`src/hw/rtl/pts_pkg.sv`:
```
// Shared types, constants and helper functions of the priority task scheduler.
`default_nettype none
package pts_pkg;

  localparam int TASK_SLOTS  = 16;
  localparam int PRIO_LEVELS = 8;
  localparam int SLOT_W      = $clog2(TASK_SLOTS);
  localparam int PRIO_W      = $clog2(PRIO_LEVELS);
  localparam int RANK_W      = SLOT_W;
  localparam int CNT_W       = SLOT_W + 1;
  localparam int SLICE_W     = 5;
  localparam int WAIT_W      = 17;
  localparam int TMO_W       = 16;
  localparam int ACT_W       = 3;
  localparam int TST_W       = 3;
  localparam int TPRIO_W     = 4;
  localparam int STATUS_W    = 2;
  localparam int WOKEN_W     = 5;
  localparam int CFG_IDX_W   = 2;
  localparam int CFG_DATA_W  = 5;
  localparam int SLICE_MAX   = (1 << SLICE_W) - 1;

  // Slot state codes
  localparam logic [TST_W-1:0] SS_UNKNOWN = 3'd0;
  localparam logic [TST_W-1:0] SS_READY   = 3'd1;
  localparam logic [TST_W-1:0] SS_RUNNING = 3'd2;
  localparam logic [TST_W-1:0] SS_SLEEP   = 3'd3;
  localparam logic [TST_W-1:0] SS_IDLE    = 3'd4;

  // Command codes
  localparam logic [ACT_W-1:0] ACT_SET_STATE = 3'd0;
  localparam logic [ACT_W-1:0] ACT_SET_PRIO  = 3'd1;
  localparam logic [ACT_W-1:0] ACT_TICK      = 3'd2;
  localparam logic [ACT_W-1:0] ACT_YIELD     = 3'd3;
  localparam logic [ACT_W-1:0] ACT_SLEEP     = 3'd4;
  localparam logic [ACT_W-1:0] ACT_WAKE      = 3'd5;

  // Result status codes
  localparam logic [STATUS_W-1:0] STAT_DONE    = 2'd0;
  localparam logic [STATUS_W-1:0] STAT_INVALID = 2'd1;
  localparam logic [STATUS_W-1:0] STAT_IGNORED = 2'd2;

  // Configuration register indexes
  localparam logic [CFG_IDX_W-1:0] CFG_ENABLE = 2'd0;
  localparam logic [CFG_IDX_W-1:0] CFG_EXEMPT = 2'd1;
  localparam logic [CFG_IDX_W-1:0] CFG_SLICE  = 2'd2;

  // Datapath micro-operations
  typedef enum logic [3:0] {
    OP_NONE,
    OP_LATCH,
    OP_SET_STATE,
    OP_SET_PRIO,
    OP_WAIT_DEC,
    OP_WALK,
    OP_SLICE_DEC,
    OP_SLEEP,
    OP_WAKE,
    OP_BAD,
    OP_PICK,
    OP_SELF,
    OP_DEMOTE,
    OP_REQUEUE,
    OP_RUN
  } dp_op_t;

  typedef struct packed {
    dp_op_t op;
    logic   out_load;
  } dp_cmd_t;

  typedef struct packed {
    logic [ACT_W-1:0] action;
    logic             sched_en;
    logic             sleep_ok;
    logic             walk_done;
    logic             slice_zero;
    logic             pick_self;
  } dp_stat_t;

  // Legal slot state transitions
  function automatic logic legal_change(input logic [TST_W-1:0] old_st,
                                        input logic [TST_W-1:0] new_st);
    logic ok;
    case (old_st)
      SS_UNKNOWN: ok = new_st inside {SS_READY, SS_SLEEP};
      SS_READY:   ok = new_st inside {SS_RUNNING, SS_SLEEP, SS_IDLE, SS_UNKNOWN};
      SS_RUNNING: ok = new_st inside {SS_SLEEP, SS_READY, SS_IDLE};
      SS_SLEEP:   ok = new_st inside {SS_READY, SS_IDLE, SS_RUNNING};
      default:    ok = 1'b0;
    endcase
    return ok;
  endfunction

  // Time slice: base plus distance from the level count, saturated
  function automatic logic [SLICE_W-1:0] slice_for(input logic [PRIO_W-1:0] prio,
                                                   input logic [SLICE_W-1:0] base);
    logic [SLICE_W:0] v;
    v = (SLICE_W+1)'(base) + (SLICE_W+1)'(PRIO_LEVELS) - (SLICE_W+1)'(prio);
    return (v > (SLICE_W+1)'(SLICE_MAX)) ? SLICE_W'(SLICE_MAX) : v[SLICE_W-1:0];
  endfunction

  // Drop one level; a non-exempt slot landing on the lowest level wraps to the top
  function automatic logic [PRIO_W-1:0] demote(input logic [PRIO_W-1:0] prio,
                                               input logic exempt);
    logic [PRIO_W-1:0] p;
    p = prio;
    if (p < PRIO_W'(PRIO_LEVELS - 1)) p = p + 1'b1;
    if (!exempt && p == PRIO_W'(PRIO_LEVELS - 1)) p = '0;
    return p;
  endfunction

endpackage
`default_nettype wire

```
`src/hw/rtl/pts_dp.sv`:
```
// Scheduler datapath: slot tables, queue ranks, configuration and result registers.
`default_nettype none
module pts_dp (
  input  wire logic                            clk,
  input  wire logic                            rst_n,
  input  wire pts_pkg::dp_cmd_t                cmd,
  output pts_pkg::dp_stat_t                    stat,
  input  wire logic [pts_pkg::ACT_W-1:0]       in_action,
  input  wire logic [pts_pkg::SLOT_W-1:0]      in_task_slot,
  input  wire logic [pts_pkg::TST_W-1:0]       in_target_state,
  input  wire logic [pts_pkg::TPRIO_W-1:0]     in_target_priority,
  input  wire logic [pts_pkg::TMO_W-1:0]       in_timeout_ticks,
  input  wire logic                            cfg_valid,
  output logic                                 cfg_ready,
  input  wire logic [pts_pkg::CFG_IDX_W-1:0]   cfg_index,
  input  wire logic [pts_pkg::CFG_DATA_W-1:0]  cfg_data,
  output logic [pts_pkg::STATUS_W-1:0]         out_status,
  output logic [pts_pkg::SLOT_W-1:0]           out_running_task,
  output logic                                 out_switched,
  output logic [pts_pkg::WOKEN_W-1:0]          out_woken_count
);
  import pts_pkg::*;

  // Per-slot tables
  logic [TST_W-1:0]   st_r     [TASK_SLOTS];
  logic [TST_W-1:0]   st_nxt   [TASK_SLOTS];
  logic [PRIO_W-1:0]  prio_r   [TASK_SLOTS];
  logic [PRIO_W-1:0]  prio_nxt [TASK_SLOTS];
  logic [SLICE_W-1:0] slice_r  [TASK_SLOTS];
  logic [SLICE_W-1:0] slice_nxt[TASK_SLOTS];
  logic [WAIT_W-1:0]  wait_r   [TASK_SLOTS];
  logic [WAIT_W-1:0]  wait_nxt [TASK_SLOTS];
  logic [RANK_W-1:0]  rrank_r  [TASK_SLOTS];
  logic [RANK_W-1:0]  rrank_nxt[TASK_SLOTS];
  logic [RANK_W-1:0]  srank_r  [TASK_SLOTS];
  logic [RANK_W-1:0]  srank_nxt[TASK_SLOTS];

  // Queue fill counts
  logic [CNT_W-1:0]   rcnt_r   [PRIO_LEVELS];
  logic [CNT_W-1:0]   rcnt_nxt [PRIO_LEVELS];
  logic [CNT_W-1:0]   scnt_r, scnt_nxt;

  logic [SLOT_W-1:0]  cur_r, cur_nxt;
  logic [SLOT_W-1:0]  next_r, next_nxt;
  logic [CNT_W-1:0]   walk_r, walk_nxt;

  // Latched command
  logic [ACT_W-1:0]   act_r;
  logic [SLOT_W-1:0]  slot_r;
  logic [TST_W-1:0]   tstate_r;
  logic [TPRIO_W-1:0] tprio_r;
  logic [TMO_W-1:0]   tmo_r;

  logic [STATUS_W-1:0] status_r, status_nxt;
  logic                switched_r, switched_nxt;
  logic [WOKEN_W-1:0]  woken_r, woken_nxt;

  // Configuration
  logic               en_r;
  logic [SLOT_W-1:0]  exempt_r;
  logic [SLICE_W-1:0] base_r;

  logic [SLOT_W-1:0]  tgt;
  logic               found;
  logic [SLOT_W-1:0]  found_slot;
  logic               lvl_hit;
  logic [PRIO_W-1:0]  lvl;
  logic               pick_hit;
  logic [SLOT_W-1:0]  pick_slot;

  assign cfg_ready = 1'b1;

  // Select the one slot this micro-operation addresses
  always_comb begin
    case (cmd.op)
      OP_SET_STATE, OP_SET_PRIO, OP_SLEEP, OP_WAKE: tgt = slot_r;
      OP_WALK:                                      tgt = found_slot;
      OP_RUN:                                       tgt = next_r;
      default:                                      tgt = cur_r;
    endcase
  end

  // Find the sleeper at the current walk position
  always_comb begin
    found      = 1'b0;
    found_slot = '0;
    for (int j = 0; j < TASK_SLOTS; j++) begin
      if (st_r[j] == SS_SLEEP && {1'b0, srank_r[j]} == walk_r) begin
        found      = 1'b1;
        found_slot = SLOT_W'(j);
      end
    end
  end

  // Find the head of the most urgent non-empty level above the lowest
  always_comb begin
    lvl_hit   = 1'b0;
    lvl       = '0;
    pick_hit  = 1'b0;
    pick_slot = '0;
    for (int i = PRIO_LEVELS - 2; i >= 0; i--) begin
      if (rcnt_r[i] != '0) begin
        lvl_hit = 1'b1;
        lvl     = PRIO_W'(i);
      end
    end
    for (int j = 0; j < TASK_SLOTS; j++) begin
      if (lvl_hit && st_r[j] == SS_READY && prio_r[j] == lvl && rrank_r[j] == '0) begin
        pick_hit  = 1'b1;
        pick_slot = SLOT_W'(j);
      end
    end
  end

  // Status towards the controller
  always_comb begin
    stat.action     = act_r;
    stat.sched_en   = en_r;
    stat.sleep_ok   = (tmo_r != '0) && (st_r[tgt] != SS_IDLE);
    stat.walk_done  = (walk_r == scnt_r);
    stat.slice_zero = (slice_r[tgt] == '0);
    stat.pick_self  = (next_r == cur_r);
  end

  // Next-state logic of the tables
  always_comb begin
    logic              chg_en;
    logic              chg_ok;
    logic [TST_W-1:0]  chg_new;
    logic [TST_W-1:0]  old_st;
    logic [PRIO_W-1:0] lo;
    logic [PRIO_W-1:0] ln;
    logic [PRIO_W-1:0] dp;

    st_nxt       = st_r;
    prio_nxt     = prio_r;
    slice_nxt    = slice_r;
    wait_nxt     = wait_r;
    rrank_nxt    = rrank_r;
    srank_nxt    = srank_r;
    rcnt_nxt     = rcnt_r;
    scnt_nxt     = scnt_r;
    cur_nxt      = cur_r;
    next_nxt     = next_r;
    walk_nxt     = walk_r;
    status_nxt   = status_r;
    switched_nxt = switched_r;
    woken_nxt    = woken_r;
    chg_en       = 1'b0;
    chg_ok       = 1'b0;
    chg_new      = SS_READY;
    old_st       = st_r[tgt];
    lo           = prio_r[tgt];
    ln           = tprio_r[PRIO_W-1:0];
    dp           = demote(prio_r[tgt], tgt == exempt_r);

    case (cmd.op)
      OP_LATCH: begin
        status_nxt   = STAT_DONE;
        switched_nxt = 1'b0;
        woken_nxt    = '0;
        walk_nxt     = '0;
      end
      OP_SET_STATE: begin
        chg_en  = 1'b1;
        chg_new = tstate_r;
      end
      OP_SET_PRIO: begin
        if ({1'b0, tprio_r} >= (TPRIO_W+1)'(PRIO_LEVELS)) begin
          status_nxt = STAT_INVALID;
        end else begin
          case (old_st)
            SS_RUNNING, SS_SLEEP: begin
              prio_nxt[tgt] = ln;
            end
            SS_READY: begin
              // pull out of the old level, append to the new one
              for (int j = 0; j < TASK_SLOTS; j++) begin
                if (st_r[j] == SS_READY && prio_r[j] == lo && rrank_r[j] > rrank_r[tgt])
                  rrank_nxt[j] = rrank_r[j] - 1'b1;
              end
              rcnt_nxt[lo]   = rcnt_r[lo] - 1'b1;
              rrank_nxt[tgt] = rcnt_nxt[ln][RANK_W-1:0];
              rcnt_nxt[ln]   = rcnt_nxt[ln] + 1'b1;
              prio_nxt[tgt]  = ln;
            end
            default: status_nxt = STAT_INVALID;
          endcase
        end
      end
      OP_WAIT_DEC: begin
        for (int j = 0; j < TASK_SLOTS; j++) begin
          if (st_r[j] == SS_SLEEP && !wait_r[j][WAIT_W-1] && wait_r[j] != '0)
            wait_nxt[j] = wait_r[j] - 1'b1;
        end
      end
      OP_WALK: begin
        if (found && wait_r[tgt] == '0) begin
          chg_en    = 1'b1;
          chg_new   = SS_READY;
          woken_nxt = woken_r + 1'b1;
        end else begin
          walk_nxt = walk_r + 1'b1;
        end
      end
      OP_SLICE_DEC: begin
        slice_nxt[tgt] = slice_r[tgt] - 1'b1;
      end
      OP_SLEEP: begin
        if (!stat.sleep_ok) begin
          status_nxt = STAT_INVALID;
        end else begin
          wait_nxt[tgt] = {1'b0, tmo_r};
          chg_en        = 1'b1;
          chg_new       = SS_SLEEP;
        end
      end
      OP_WAKE: begin
        if (old_st != SS_SLEEP) begin
          status_nxt = STAT_INVALID;
        end else begin
          slice_nxt[tgt] = slice_for(prio_r[tgt], base_r);
          chg_en         = 1'b1;
          chg_new        = SS_READY;
        end
      end
      OP_BAD: begin
        status_nxt = STAT_INVALID;
      end
      OP_PICK: begin
        next_nxt     = pick_hit ? pick_slot : cur_r;
        switched_nxt = 1'b1;
      end
      OP_SELF: begin
        slice_nxt[tgt] = slice_for(prio_r[tgt], base_r);
      end
      OP_DEMOTE: begin
        if (old_st == SS_RUNNING && (slice_r[tgt] == '0 || act_r != ACT_TICK)) begin
          prio_nxt[tgt]  = dp;
          slice_nxt[tgt] = slice_for(dp, base_r);
        end
      end
      OP_REQUEUE: begin
        if (old_st == SS_RUNNING) begin
          chg_en  = 1'b1;
          chg_new = SS_READY;
        end
      end
      OP_RUN: begin
        wait_nxt[tgt] = '1;
        chg_en        = 1'b1;
        chg_new       = SS_RUNNING;
        cur_nxt       = next_r;
      end
      default: ;
    endcase

    // Apply a state change of the addressed slot and keep queue ranks in order
    if (chg_en && legal_change(old_st, chg_new)) begin
      chg_ok       = 1'b1;
      st_nxt[tgt]  = chg_new;
      if (old_st == SS_READY) begin
        for (int j = 0; j < TASK_SLOTS; j++) begin
          if (st_r[j] == SS_READY && prio_r[j] == lo && rrank_r[j] > rrank_r[tgt])
            rrank_nxt[j] = rrank_r[j] - 1'b1;
        end
        rcnt_nxt[lo] = rcnt_r[lo] - 1'b1;
      end
      if (old_st == SS_SLEEP) begin
        for (int j = 0; j < TASK_SLOTS; j++) begin
          if (st_r[j] == SS_SLEEP && srank_r[j] > srank_r[tgt])
            srank_nxt[j] = srank_r[j] - 1'b1;
        end
        scnt_nxt = scnt_r - 1'b1;
      end
      if (chg_new == SS_READY) begin
        rrank_nxt[tgt] = rcnt_nxt[lo][RANK_W-1:0];
        rcnt_nxt[lo]   = rcnt_nxt[lo] + 1'b1;
      end
      if (chg_new == SS_SLEEP) begin
        if (old_st == SS_UNKNOWN) begin
          for (int j = 0; j < TASK_SLOTS; j++) begin
            if (st_r[j] == SS_SLEEP) srank_nxt[j] = srank_r[j] + 1'b1;
          end
          srank_nxt[tgt] = '0;
        end else begin
          srank_nxt[tgt] = scnt_r[RANK_W-1:0];
        end
        scnt_nxt = scnt_nxt + 1'b1;
      end
    end
    if (cmd.op == OP_SET_STATE && !chg_ok) status_nxt = STAT_IGNORED;
  end

  // Control state and configuration
  always_ff @(posedge clk) begin
    if (!rst_n) begin
      for (int j = 0; j < TASK_SLOTS; j++) begin
        st_r[j]    <= SS_UNKNOWN;
        prio_r[j]  <= '0;
        slice_r[j] <= '0;
        wait_r[j]  <= '1;
      end
      for (int i = 0; i < PRIO_LEVELS; i++) rcnt_r[i] <= '0;
      scnt_r   <= '0;
      cur_r    <= '0;
      en_r     <= 1'b0;
      exempt_r <= '0;
      base_r   <= SLICE_W'(5);
    end else begin
      st_r    <= st_nxt;
      prio_r  <= prio_nxt;
      slice_r <= slice_nxt;
      wait_r  <= wait_nxt;
      rcnt_r  <= rcnt_nxt;
      scnt_r  <= scnt_nxt;
      cur_r   <= cur_nxt;
      if (cfg_valid) begin
        case (cfg_index)
          CFG_ENABLE: en_r     <= cfg_data[0];
          CFG_EXEMPT: exempt_r <= cfg_data[SLOT_W-1:0];
          CFG_SLICE:  base_r   <= cfg_data[SLICE_W-1:0];
          default: ;
        endcase
      end
    end
  end

  // Payload: ranks, latched command, result
  always_ff @(posedge clk) begin
    rrank_r    <= rrank_nxt;
    srank_r    <= srank_nxt;
    next_r     <= next_nxt;
    walk_r     <= walk_nxt;
    status_r   <= status_nxt;
    switched_r <= switched_nxt;
    woken_r    <= woken_nxt;
    if (cmd.op == OP_LATCH) begin
      act_r    <= in_action;
      slot_r   <= in_task_slot;
      tstate_r <= in_target_state;
      tprio_r  <= in_target_priority;
      tmo_r    <= in_timeout_ticks;
    end
    if (cmd.out_load) begin
      out_status       <= status_r;
      out_running_task <= cur_r;
      out_switched     <= switched_r;
      out_woken_count  <= woken_r;
    end
  end

endmodule
`default_nettype wire

```
`src/hw/rtl/pts_ctrl.sv`:
```
// Scheduler controller: sequences the micro-operations of each command.
`default_nettype none
module pts_ctrl (
  input  wire logic              clk,
  input  wire logic              rst_n,
  input  wire logic              in_valid,
  output logic                   in_ready,
  output logic                   out_valid,
  input  wire logic              out_ready,
  output pts_pkg::dp_cmd_t       cmd,
  input  wire pts_pkg::dp_stat_t stat
);
  import pts_pkg::*;

  typedef enum logic [8:0] {
    S_IDLE   = 9'b000000001,
    S_EXEC   = 9'b000000010,
    S_WALK   = 9'b000000100,
    S_TESTSL = 9'b000001000,
    S_PICK   = 9'b000010000,
    S_CHOOSE = 9'b000100000,
    S_REQ    = 9'b001000000,
    S_RUN    = 9'b010000000,
    S_OUT    = 9'b100000000
  } ctrl_state_t;

  ctrl_state_t state_r, state_nxt;
  logic        out_valid_r, out_valid_nxt;

  assign in_ready  = (state_r == S_IDLE);
  assign out_valid = out_valid_r;

  // Sequence the command
  always_comb begin
    state_nxt    = state_r;
    cmd.op       = OP_NONE;
    cmd.out_load = 1'b0;
    case (state_r)
      S_IDLE: begin
        if (in_valid) begin
          cmd.op    = OP_LATCH;
          state_nxt = S_EXEC;
        end
      end
      S_EXEC: begin
        case (stat.action)
          ACT_SET_STATE: begin
            cmd.op    = OP_SET_STATE;
            state_nxt = S_OUT;
          end
          ACT_SET_PRIO: begin
            cmd.op    = OP_SET_PRIO;
            state_nxt = S_OUT;
          end
          ACT_TICK: begin
            cmd.op    = OP_WAIT_DEC;
            state_nxt = S_WALK;
          end
          ACT_YIELD: begin
            state_nxt = stat.sched_en ? S_PICK : S_OUT;
          end
          ACT_SLEEP: begin
            cmd.op    = OP_SLEEP;
            state_nxt = (stat.sleep_ok && stat.sched_en) ? S_PICK : S_OUT;
          end
          ACT_WAKE: begin
            cmd.op    = OP_WAKE;
            state_nxt = S_OUT;
          end
          default: begin
            cmd.op    = OP_BAD;
            state_nxt = S_OUT;
          end
        endcase
      end
      S_WALK: begin
        if (stat.walk_done) begin
          cmd.op    = OP_SLICE_DEC;
          state_nxt = S_TESTSL;
        end else begin
          cmd.op = OP_WALK;
        end
      end
      S_TESTSL: begin
        state_nxt = stat.slice_zero ? S_PICK : S_OUT;
      end
      S_PICK: begin
        cmd.op    = OP_PICK;
        state_nxt = S_CHOOSE;
      end
      S_CHOOSE: begin
        if (stat.pick_self) begin
          cmd.op    = OP_SELF;
          state_nxt = S_OUT;
        end else begin
          cmd.op    = OP_DEMOTE;
          state_nxt = S_REQ;
        end
      end
      S_REQ: begin
        cmd.op    = OP_REQUEUE;
        state_nxt = S_RUN;
      end
      S_RUN: begin
        cmd.op    = OP_RUN;
        state_nxt = S_OUT;
      end
      S_OUT: begin
        // hold until the result register is free
        if (!out_valid_r || out_ready) begin
          cmd.out_load = 1'b1;
          state_nxt    = S_IDLE;
        end
      end
      default: state_nxt = S_IDLE;
    endcase
  end

  // Track the result beat
  always_comb begin
    out_valid_nxt = out_valid_r;
    if (cmd.out_load) out_valid_nxt = 1'b1;
    else if (out_ready) out_valid_nxt = 1'b0;
  end

  always_ff @(posedge clk) begin
    if (!rst_n) begin
      state_r     <= S_IDLE;
      out_valid_r <= 1'b0;
    end else begin
      state_r     <= state_nxt;
      out_valid_r <= out_valid_nxt;
    end
  end

endmodule
`default_nettype wire

```
`src/hw/rtl/priority_task_scheduler.sv`:
```
// Top level of the priority task scheduler: controller, datapath and checks.
`default_nettype none
// One command beat in, one result beat out. Sixteen task slots, eight priority
// levels with FIFO ready queues and one ordered sleep list; all tables sit in
// flip-flops so that queue inserts and removals update every slot at once.
// A command passes through the accept, execute and result states (set state,
// set priority, wakeup, yield or sleep without rescheduling). A scheduling
// decision adds the pick, choose, requeue and run states, or only pick and
// choose when the current task is chosen again. A tick decrements the waits,
// then walks the sleepers on the list one per cycle in list order and counts
// down the slice, plus the decision when the slice runs out. A new command is
// taken while the previous result still waits in the output register.
// Configuration writes are taken in any cycle and should be made while idle.
module priority_task_scheduler (
  input  wire logic                            clk,
  input  wire logic                            rst_n,
  input  wire logic                            in_valid,
  output logic                                 in_ready,
  input  wire logic [pts_pkg::ACT_W-1:0]       in_action,
  input  wire logic [pts_pkg::SLOT_W-1:0]      in_task_slot,
  input  wire logic [pts_pkg::TST_W-1:0]       in_target_state,
  input  wire logic [pts_pkg::TPRIO_W-1:0]     in_target_priority,
  input  wire logic [pts_pkg::TMO_W-1:0]       in_timeout_ticks,
  output logic                                 out_valid,
  input  wire logic                            out_ready,
  output logic [pts_pkg::STATUS_W-1:0]         out_status,
  output logic [pts_pkg::SLOT_W-1:0]           out_running_task,
  output logic                                 out_switched,
  output logic [pts_pkg::WOKEN_W-1:0]          out_woken_count,
  input  wire logic                            cfg_valid,
  output logic                                 cfg_ready,
  input  wire logic [pts_pkg::CFG_IDX_W-1:0]   cfg_index,
  input  wire logic [pts_pkg::CFG_DATA_W-1:0]  cfg_data
);
  import pts_pkg::*;

  dp_cmd_t  cmd;
  dp_stat_t stat;

  pts_ctrl u_ctrl (
    .clk       (clk),
    .rst_n     (rst_n),
    .in_valid  (in_valid),
    .in_ready  (in_ready),
    .out_valid (out_valid),
    .out_ready (out_ready),
    .cmd       (cmd),
    .stat      (stat)
  );

  pts_dp u_dp (
    .clk                (clk),
    .rst_n              (rst_n),
    .cmd                (cmd),
    .stat               (stat),
    .in_action          (in_action),
    .in_task_slot       (in_task_slot),
    .in_target_state    (in_target_state),
    .in_target_priority (in_target_priority),
    .in_timeout_ticks   (in_timeout_ticks),
    .cfg_valid          (cfg_valid),
    .cfg_ready          (cfg_ready),
    .cfg_index          (cfg_index),
    .cfg_data           (cfg_data),
    .out_status         (out_status),
    .out_running_task   (out_running_task),
    .out_switched       (out_switched),
    .out_woken_count    (out_woken_count)
  );

  // One command at a time: no accept in the cycle after an accept
  a_one_at_a_time: assert property (@(posedge clk) disable iff (!rst_n)
    in_valid && in_ready |=> !in_ready)
    else $error("command accepted while previous one in flight");

  // Only a tick wakes sleepers, and a tick always completes
  a_woken_done: assert property (@(posedge clk) disable iff (!rst_n)
    out_valid && out_woken_count != '0 |-> out_status == STAT_DONE)
    else $error("sleepers woken by a failed command");

  // An ignored state change neither reschedules nor wakes
  a_ignored_quiet: assert property (@(posedge clk) disable iff (!rst_n)
    out_valid && out_status == STAT_IGNORED |-> !out_switched && out_woken_count == '0)
    else $error("ignored command reported side effects");

endmodule
`default_nettype wire

```
`config.mk`:
```
export PLATFORM = sky130hd
export DESIGN_NAME = priority_task_scheduler
export DESIGN_NICKNAME = d
export VERILOG_FILES = /design/src/hw/rtl/pts_pkg.sv /design/src/hw/rtl/pts_dp.sv /design/src/hw/rtl/pts_ctrl.sv /design/src/hw/rtl/priority_task_scheduler.sv
export SDC_FILE = /design/constraint.sdc
export NUM_CORES = 2
export LEC_CHECK = 0
export ABC_AREA = 1
export ABC_CLOCK_PERIOD_IN_PS = 15100
export BUFFER_PORTS_ARGS = -buffer_cell sky130_fd_sc_hd__buf_2
export CORE_ASPECT_RATIO = 2
export CORE_MARGIN = 10
export CORE_UTILIZATION = 41
export DETAILED_ROUTE_END_ITERATION = 6
export HOLD_SLACK_MARGIN = 0.08
export PLACE_DENSITY = 0.61
export SLEW_MARGIN = 20
export SYNTH_ARGS = -nofsm -noshare
export SYNTH_HDL_FRONTEND = slang
export SYNTH_HIERARCHICAL = 1
export SYNTH_SLANG_ARGS = --single-unit
```
`constraint.sdc`:
```
create_clock -name clk -period 15.1 [get_ports clk]
set_clock_uncertainty 0.1 [all_clocks]
set_input_delay 2.265 -clock clk [delete_from_list [all_inputs] [get_ports clk]]
set_output_delay 2.265 -clock clk [all_outputs]
set_load 0.03 [all_outputs]
```
### Word-level counts from Yosys, hierarchy flattened

Index checks and enable logic that the tools add are counted.

* eq/ne operators: 153
* reduce and logical (&&, ||, !) cells: 260
* multipliers: 0
* muxes and demuxes: 378
* add/subtract/negate cells: 76
* $lt $le $gt $ge: 42
* bitwise logic cells: 6
* divide/modulo/power cells: 0
* shifts and indexed selects: 0

Operators by type and width (number)
* 272-bit one-hot mux with 3 select lines: 1
* 4-bit 2-to-1 mux: 182
* 64-bit 2-to-1 mux: 11
* 17-bit 2-to-1 mux: 19
* 80-bit one-hot mux with 4 select lines: 1
* 40-bit 2-to-1 mux: 7
* 272-bit bitwise mux: 1
* 272-bit 2-to-1 mux: 1
* 272-bit OR: 1
* 17-bit nonzero test: 16
* 17-bit by 1-bit subtractor with 17-bit output, second input constant: 16
* 80-bit bitwise mux: 3
* 64-bit bitwise mux: 3
* 40-bit bitwise mux: 4
* 80-bit 2-to-1 mux: 2
* 1-bit logical AND: 154
* 48-bit bitwise mux: 3
* 48-bit 2-to-1 mux: 3
* 4-bit > comparator: 32
* 4-bit by 1-bit subtractor with 4-bit output, second input constant: 32
* 3-bit == test: 32
* 48-bit one-hot mux with 2 select lines: 1
* 5-bit 2-to-1 mux: 18
* 9-bit one-hot mux with 9 select lines: 1
* 83 further kinds: 371

* output and inout port bits: 15
* bits in registers: 704
* memory bits (read-only): 0
* memories: 0
* bits in latches: 0
* input bits: 42
* logic and storage cells: 1040
* bits in writable memories: 0

### Logic depth before layout (Yosys ltp)

* depth after elaboration: 46
* mapped depth: 64
* mapped depth without buffers: 62

### Modules after synthesis

The synthesis kept the hierarchy.

Modules (own cells, without submodules)
* pts_dp: seq. area each 15104.5 um2, times used 1, area an instance 54667.4 um2, cells each 8308
* pts_ctrl: seq. area each 200.2 um2, times used 1, area an instance 867.1 um2, cells each 149

### Worst setup path before layout

OpenSTA, ideal clock, no wires.

* path kind: input port to flip-flop
* start: input port in_valid
* end: register u_dp/rrank_r[54] in the netlist's numbering
* buffers on the path: 6
* arrival: 8.885 ns
* path slack: 5.997 ns
* data required time: 14.882 ns
* cell stages on the path: 36
* setup time: 0.118 ns
* path through: inv_1 > o21ai_0 > inv_1 > nand4_1 > inv_1 > nor2_1 > inv_1 > nor2_1 > nor3_2 > a211oi_1 > nand2_4 > nand2_4 > buf_6 > nor2_2 > inv_1 > buf_2 > buf_1 > clkbuf_1 > clkbuf_1 > clkbuf_1 > o22ai_1 > o21ai_0 > nand2_1 > a221oi_1 > ha_1 > nand2_1 > o2111ai_1 > a2111oi_0 > nand2_1 > inv_1 > nor2_1 > o221ai_1 > o21ai_0 > or2_2 > a21oi_1 > a21oi_1

RTL lines
* start, declared: RTL line priority_task_scheduler.sv:17 `input wire logic in_valid,`
* end signal, assigned: RTL line pts_dp.sv:331 `rrank_r <= rrank_nxt;`
* end, declared: RTL line pts_dp.sv:33 `logic [RANK_W-1:0] rrank_r [TASK_SLOTS];`

==> impl_metrics.json <==
{
  "syn_area_per_cell_um2": 6.567,
  "synthToLayoutAreaGrowth_pct": 8.852,
  "dieArea_um2": 151500,
  "r2r_end": "u_dp/rcnt_r[19]",
  "tightest_slew_ns": 1.256,
  "start_util_pct": 41.13,
  "gp_congestion": 1.066,
  "crit_type": "reg -> reg",
  "synth_edf_count": 121,
  "hold_path_startpoint": "u_dp/status_r[1]",
  "slew_viol_final": 0,
  "peakVddDrop_uv": 145.9,
  "r2r_slack_ns": 1.22,
  "final_area_um2": 60450,
  "yosysWarnings": 6,
  "start_kind": "flop",
  "dp_cells": 9948,
  "grt.total_usage_pct": 34.78,
  "numCtsBuffers": 79,
  "htreeDepth": 3,
  "cp_common_cell": "nand2_1",
  "place_area_um2": 57520,
  "startpoint": "u_dp/walk_r[3]",
  "cts_sinks": 704,
  "crit_path_max_incr_delay_ns": 1.02,
  "end_kind": "flop",
  "cp_slowest_cell": "nor4_1",
  "die_w_um": 280.2,
  "fmax_mhz": 72.05,
  "port_buffers": 55,
  "tns_ns": 0,
  "maxCapViolCount": 0,
  "finalCriticalPeriod_ns": 13.88,
  "cts_tree": "done",
  "clk_pin_slew_ns": 0.06,
  "reg2reg_depth": 42,
  "synthArstFlopShare_pct": 0,
  "grt_max_degree": 190,
  "ys_ff_latch": 704,
  "power_density_nw_per_um2": 143.8,
  "leakage_nw": 24.98,
  "netlist_area_um2": 55530,
  "run_status": "completed",
  "rows": 191,
  "required_ns": 15.56,
  "rsz0062_at_grt": "false",
  "netlist_instances": 8457,
  "drc": 0,
  "pin_count": 57,
  "swShare_pct": 50.41,
  "yosys_most_used_dff": "dfxtp_1",
  "n_fill_cell": 14040,
  "nNetsFinal": 8562,
  "hold_violations": 0,
  "grt-ovfl-total": 0,
  "final_common_cell": "nand2_1",
  "slew_headroom_pct": 15.40,
  "postCtsSetupBuffers": 0,
  "initialDrtViolationCount": 5786,
  "chipHeight_um": 540.5,
  "antenna_found_initial": 16,
  "cts_hold_buf": 0,
  "cp_data_arrival_time_ns": 14.34,
  "ys_types": 69,
  "finalSetupViolations": 0,
  "yosysSeqAreaShare_pct": 27.56,
  "combPwrFrac_pct": 48.8,
  "drt-total-wl_um": 271600,
  "power_frac_clock_pct": 25.6,
  "endpoint": "u_dp/rcnt_r[19]",
  "fin_cells": 10110,
  "drive_gt1_share_pct": 6.925,
  "hpwl_um": 196400,
  "vias": 63600,
  "finalCritPeriodShare_pct": 91.91,
  "grt_pass1_vias": 62050,
  "clock_latency_ns": 0.72,
  "p_int_mw": 4.311,
  "synth_nets": 8725,
  "cts_max_path_buffers": 3,
  "layout_common_cells": "nand2_1, inv_1, o21ai_0",
  "seq_power_share_pct": 25.6,
  "post_drt_wl_per_cell_um": 26.87,
  "cts-root-buf": "clkbuf_16",
  "ant_nets": 0,
  "grt_pass1_wl_um": 395400,
  "r2r-start": "u_dp/walk_r[3]",
  "hold_class": "reg -> reg",
  "cts_resized": 0,
  "core_area_um2": 135000,
  "post_drt_via_cell_ratio": 6.293,
  "worstPathMaxFanout": 38,
  "drtPass1Iterations": 6,
  "power.switching_mw": 4.383
}
[area by class of cell]
class	count	area, um2	area share (%)
clock buffers	109	2242	3.709
clock inverters	39	618.1	1.022
well taps	1737	2173	3.595
inverters	945	3562	5.893
repair buffers	205	1456	2.409
multi-input cells	6359	35070	58.02
diodes	9	22.52	0.03726
flip-flops and latches	704	15300	25.32
[power groups by stage]
stage               Sequential, mW  Clock (mW)  Combinational (mW)
global route                  2.24        2.31                4.46
finish                        2.23        2.22                4.24
detailed placement            2.26           0                4.02
CTS                           2.22        2.25                4.03
global placement              2.26           0                3.99
floorplan                     2.17           0                2.33
[how the worst min path moves through the flow]
stage                    endpoint  slack, ns  depth (start not counted)
2_1_floorplan   u_dp/out_switched       0.30                          0
3_3_place_gp   u_dp/out_status[1]       0.34                          0
3_5_place_dp   u_dp/out_status[1]       0.34                          0
4_1_cts        u_dp/out_status[1]       0.36                          0
5_1_grt        u_dp/out_status[1]       0.38                          0
6_report       u_dp/out_status[1]       0.37                          0
[Yosys cell counts (all sizes together) (40+ instances only)]
library cell / count / area [um2]
nand2: 1791 / 6937
inv: 931 / 3497
o21ai: 891 / 4463
a21oi: 657 / 3314
nor2: 626 / 2499
dfxtp: 583 / 11670
o22ai: 472 / 2953
nand3: 379 / 1947
clkbuf: 352 / 1321
o211ai: 271 / 2034
xor2: 251 / 2206
ha: 224 / 2803
nor3: 158 / 858.3
edfxtp: 121 / 3633
nand4: 109 / 711.9
buf: 97 / 550.5
a31oi: 88 / 550.5
a22oi: 76 / 570.6
nor4: 46 / 287.8
a211o: 43 / 376.6
xnor2: 43 / 376.6
a221oi: 40 / 350.3
[flip-flops by register name, summed over array words and instances, names as in the netlist, 5 cells and up]
signal,flops
u_ctrl/state_r,9
u_dp/base_r,5
u_dp/out_woken_count,5
u_dp/prio_r,48
u_dp/rcnt_r,40
u_dp/rrank_r,64
u_dp/scnt_r,5
u_dp/slice_r,80
u_dp/srank_r,64
u_dp/st_r,48
u_dp/tmo_r,16
u_dp/wait_r,272
u_dp/walk_r,5
u_dp/woken_r,5
[worst max-delay path: cells and delay by family, from the launching register on]
family / cells / cell delay, ns
flip-flops: 1 / 0.93
AND/OR/NAND/NOR: 24 / 8.48
adder cells (fa/ha/maj): 1 / 0.29
buffers and inverters: 10 / 2.83
AO/OA/AOI/OAI: 7 / 0.97
[per-layer routing]
metal	vias to the layer above	GRT usage, %	wire length [um]
li1	29100	-	-
met1	29880	31.03	83450
met2	3188	60.65	132800
met3	1424	7.542	19150
met4	10	39.68	36120
met5	-	0	86
[logic make-up (layout without fill, tap and decap cells)]
group                    Yosys count  in the layout  synth area share [%]
AO/OA/AOI/OAI                   2694           2694                 28.63
XOR/XNOR                         294            294                 4.650
adder cells (fa/ha/maj)          226            226                 5.119
buffers and inverters           1394           1298                 9.762
flip-flops                       704            704                 27.56
multiplexers                       2              2               0.03605
other                              1             10              0.006753
AND/OR/NAND/NOR                 3142           3142                 24.23
[stage by stage]
stage	power, mW	hold slack (ns)	setup slack (ns)	utilization (%)
after global placement	6.244	0.3365	2.237	42.60
after detailed placement	6.278	0.3436	2.046	42.60
final	8.694	0.3674	1.221	44.77
after CTS	8.501	0.3641	1.974	44.72
after global routing	9.001	0.3759	0.7536	44.76
after floorplan	4.499	0.3003	5.997	-
Power figures use the tool's default switching activity.
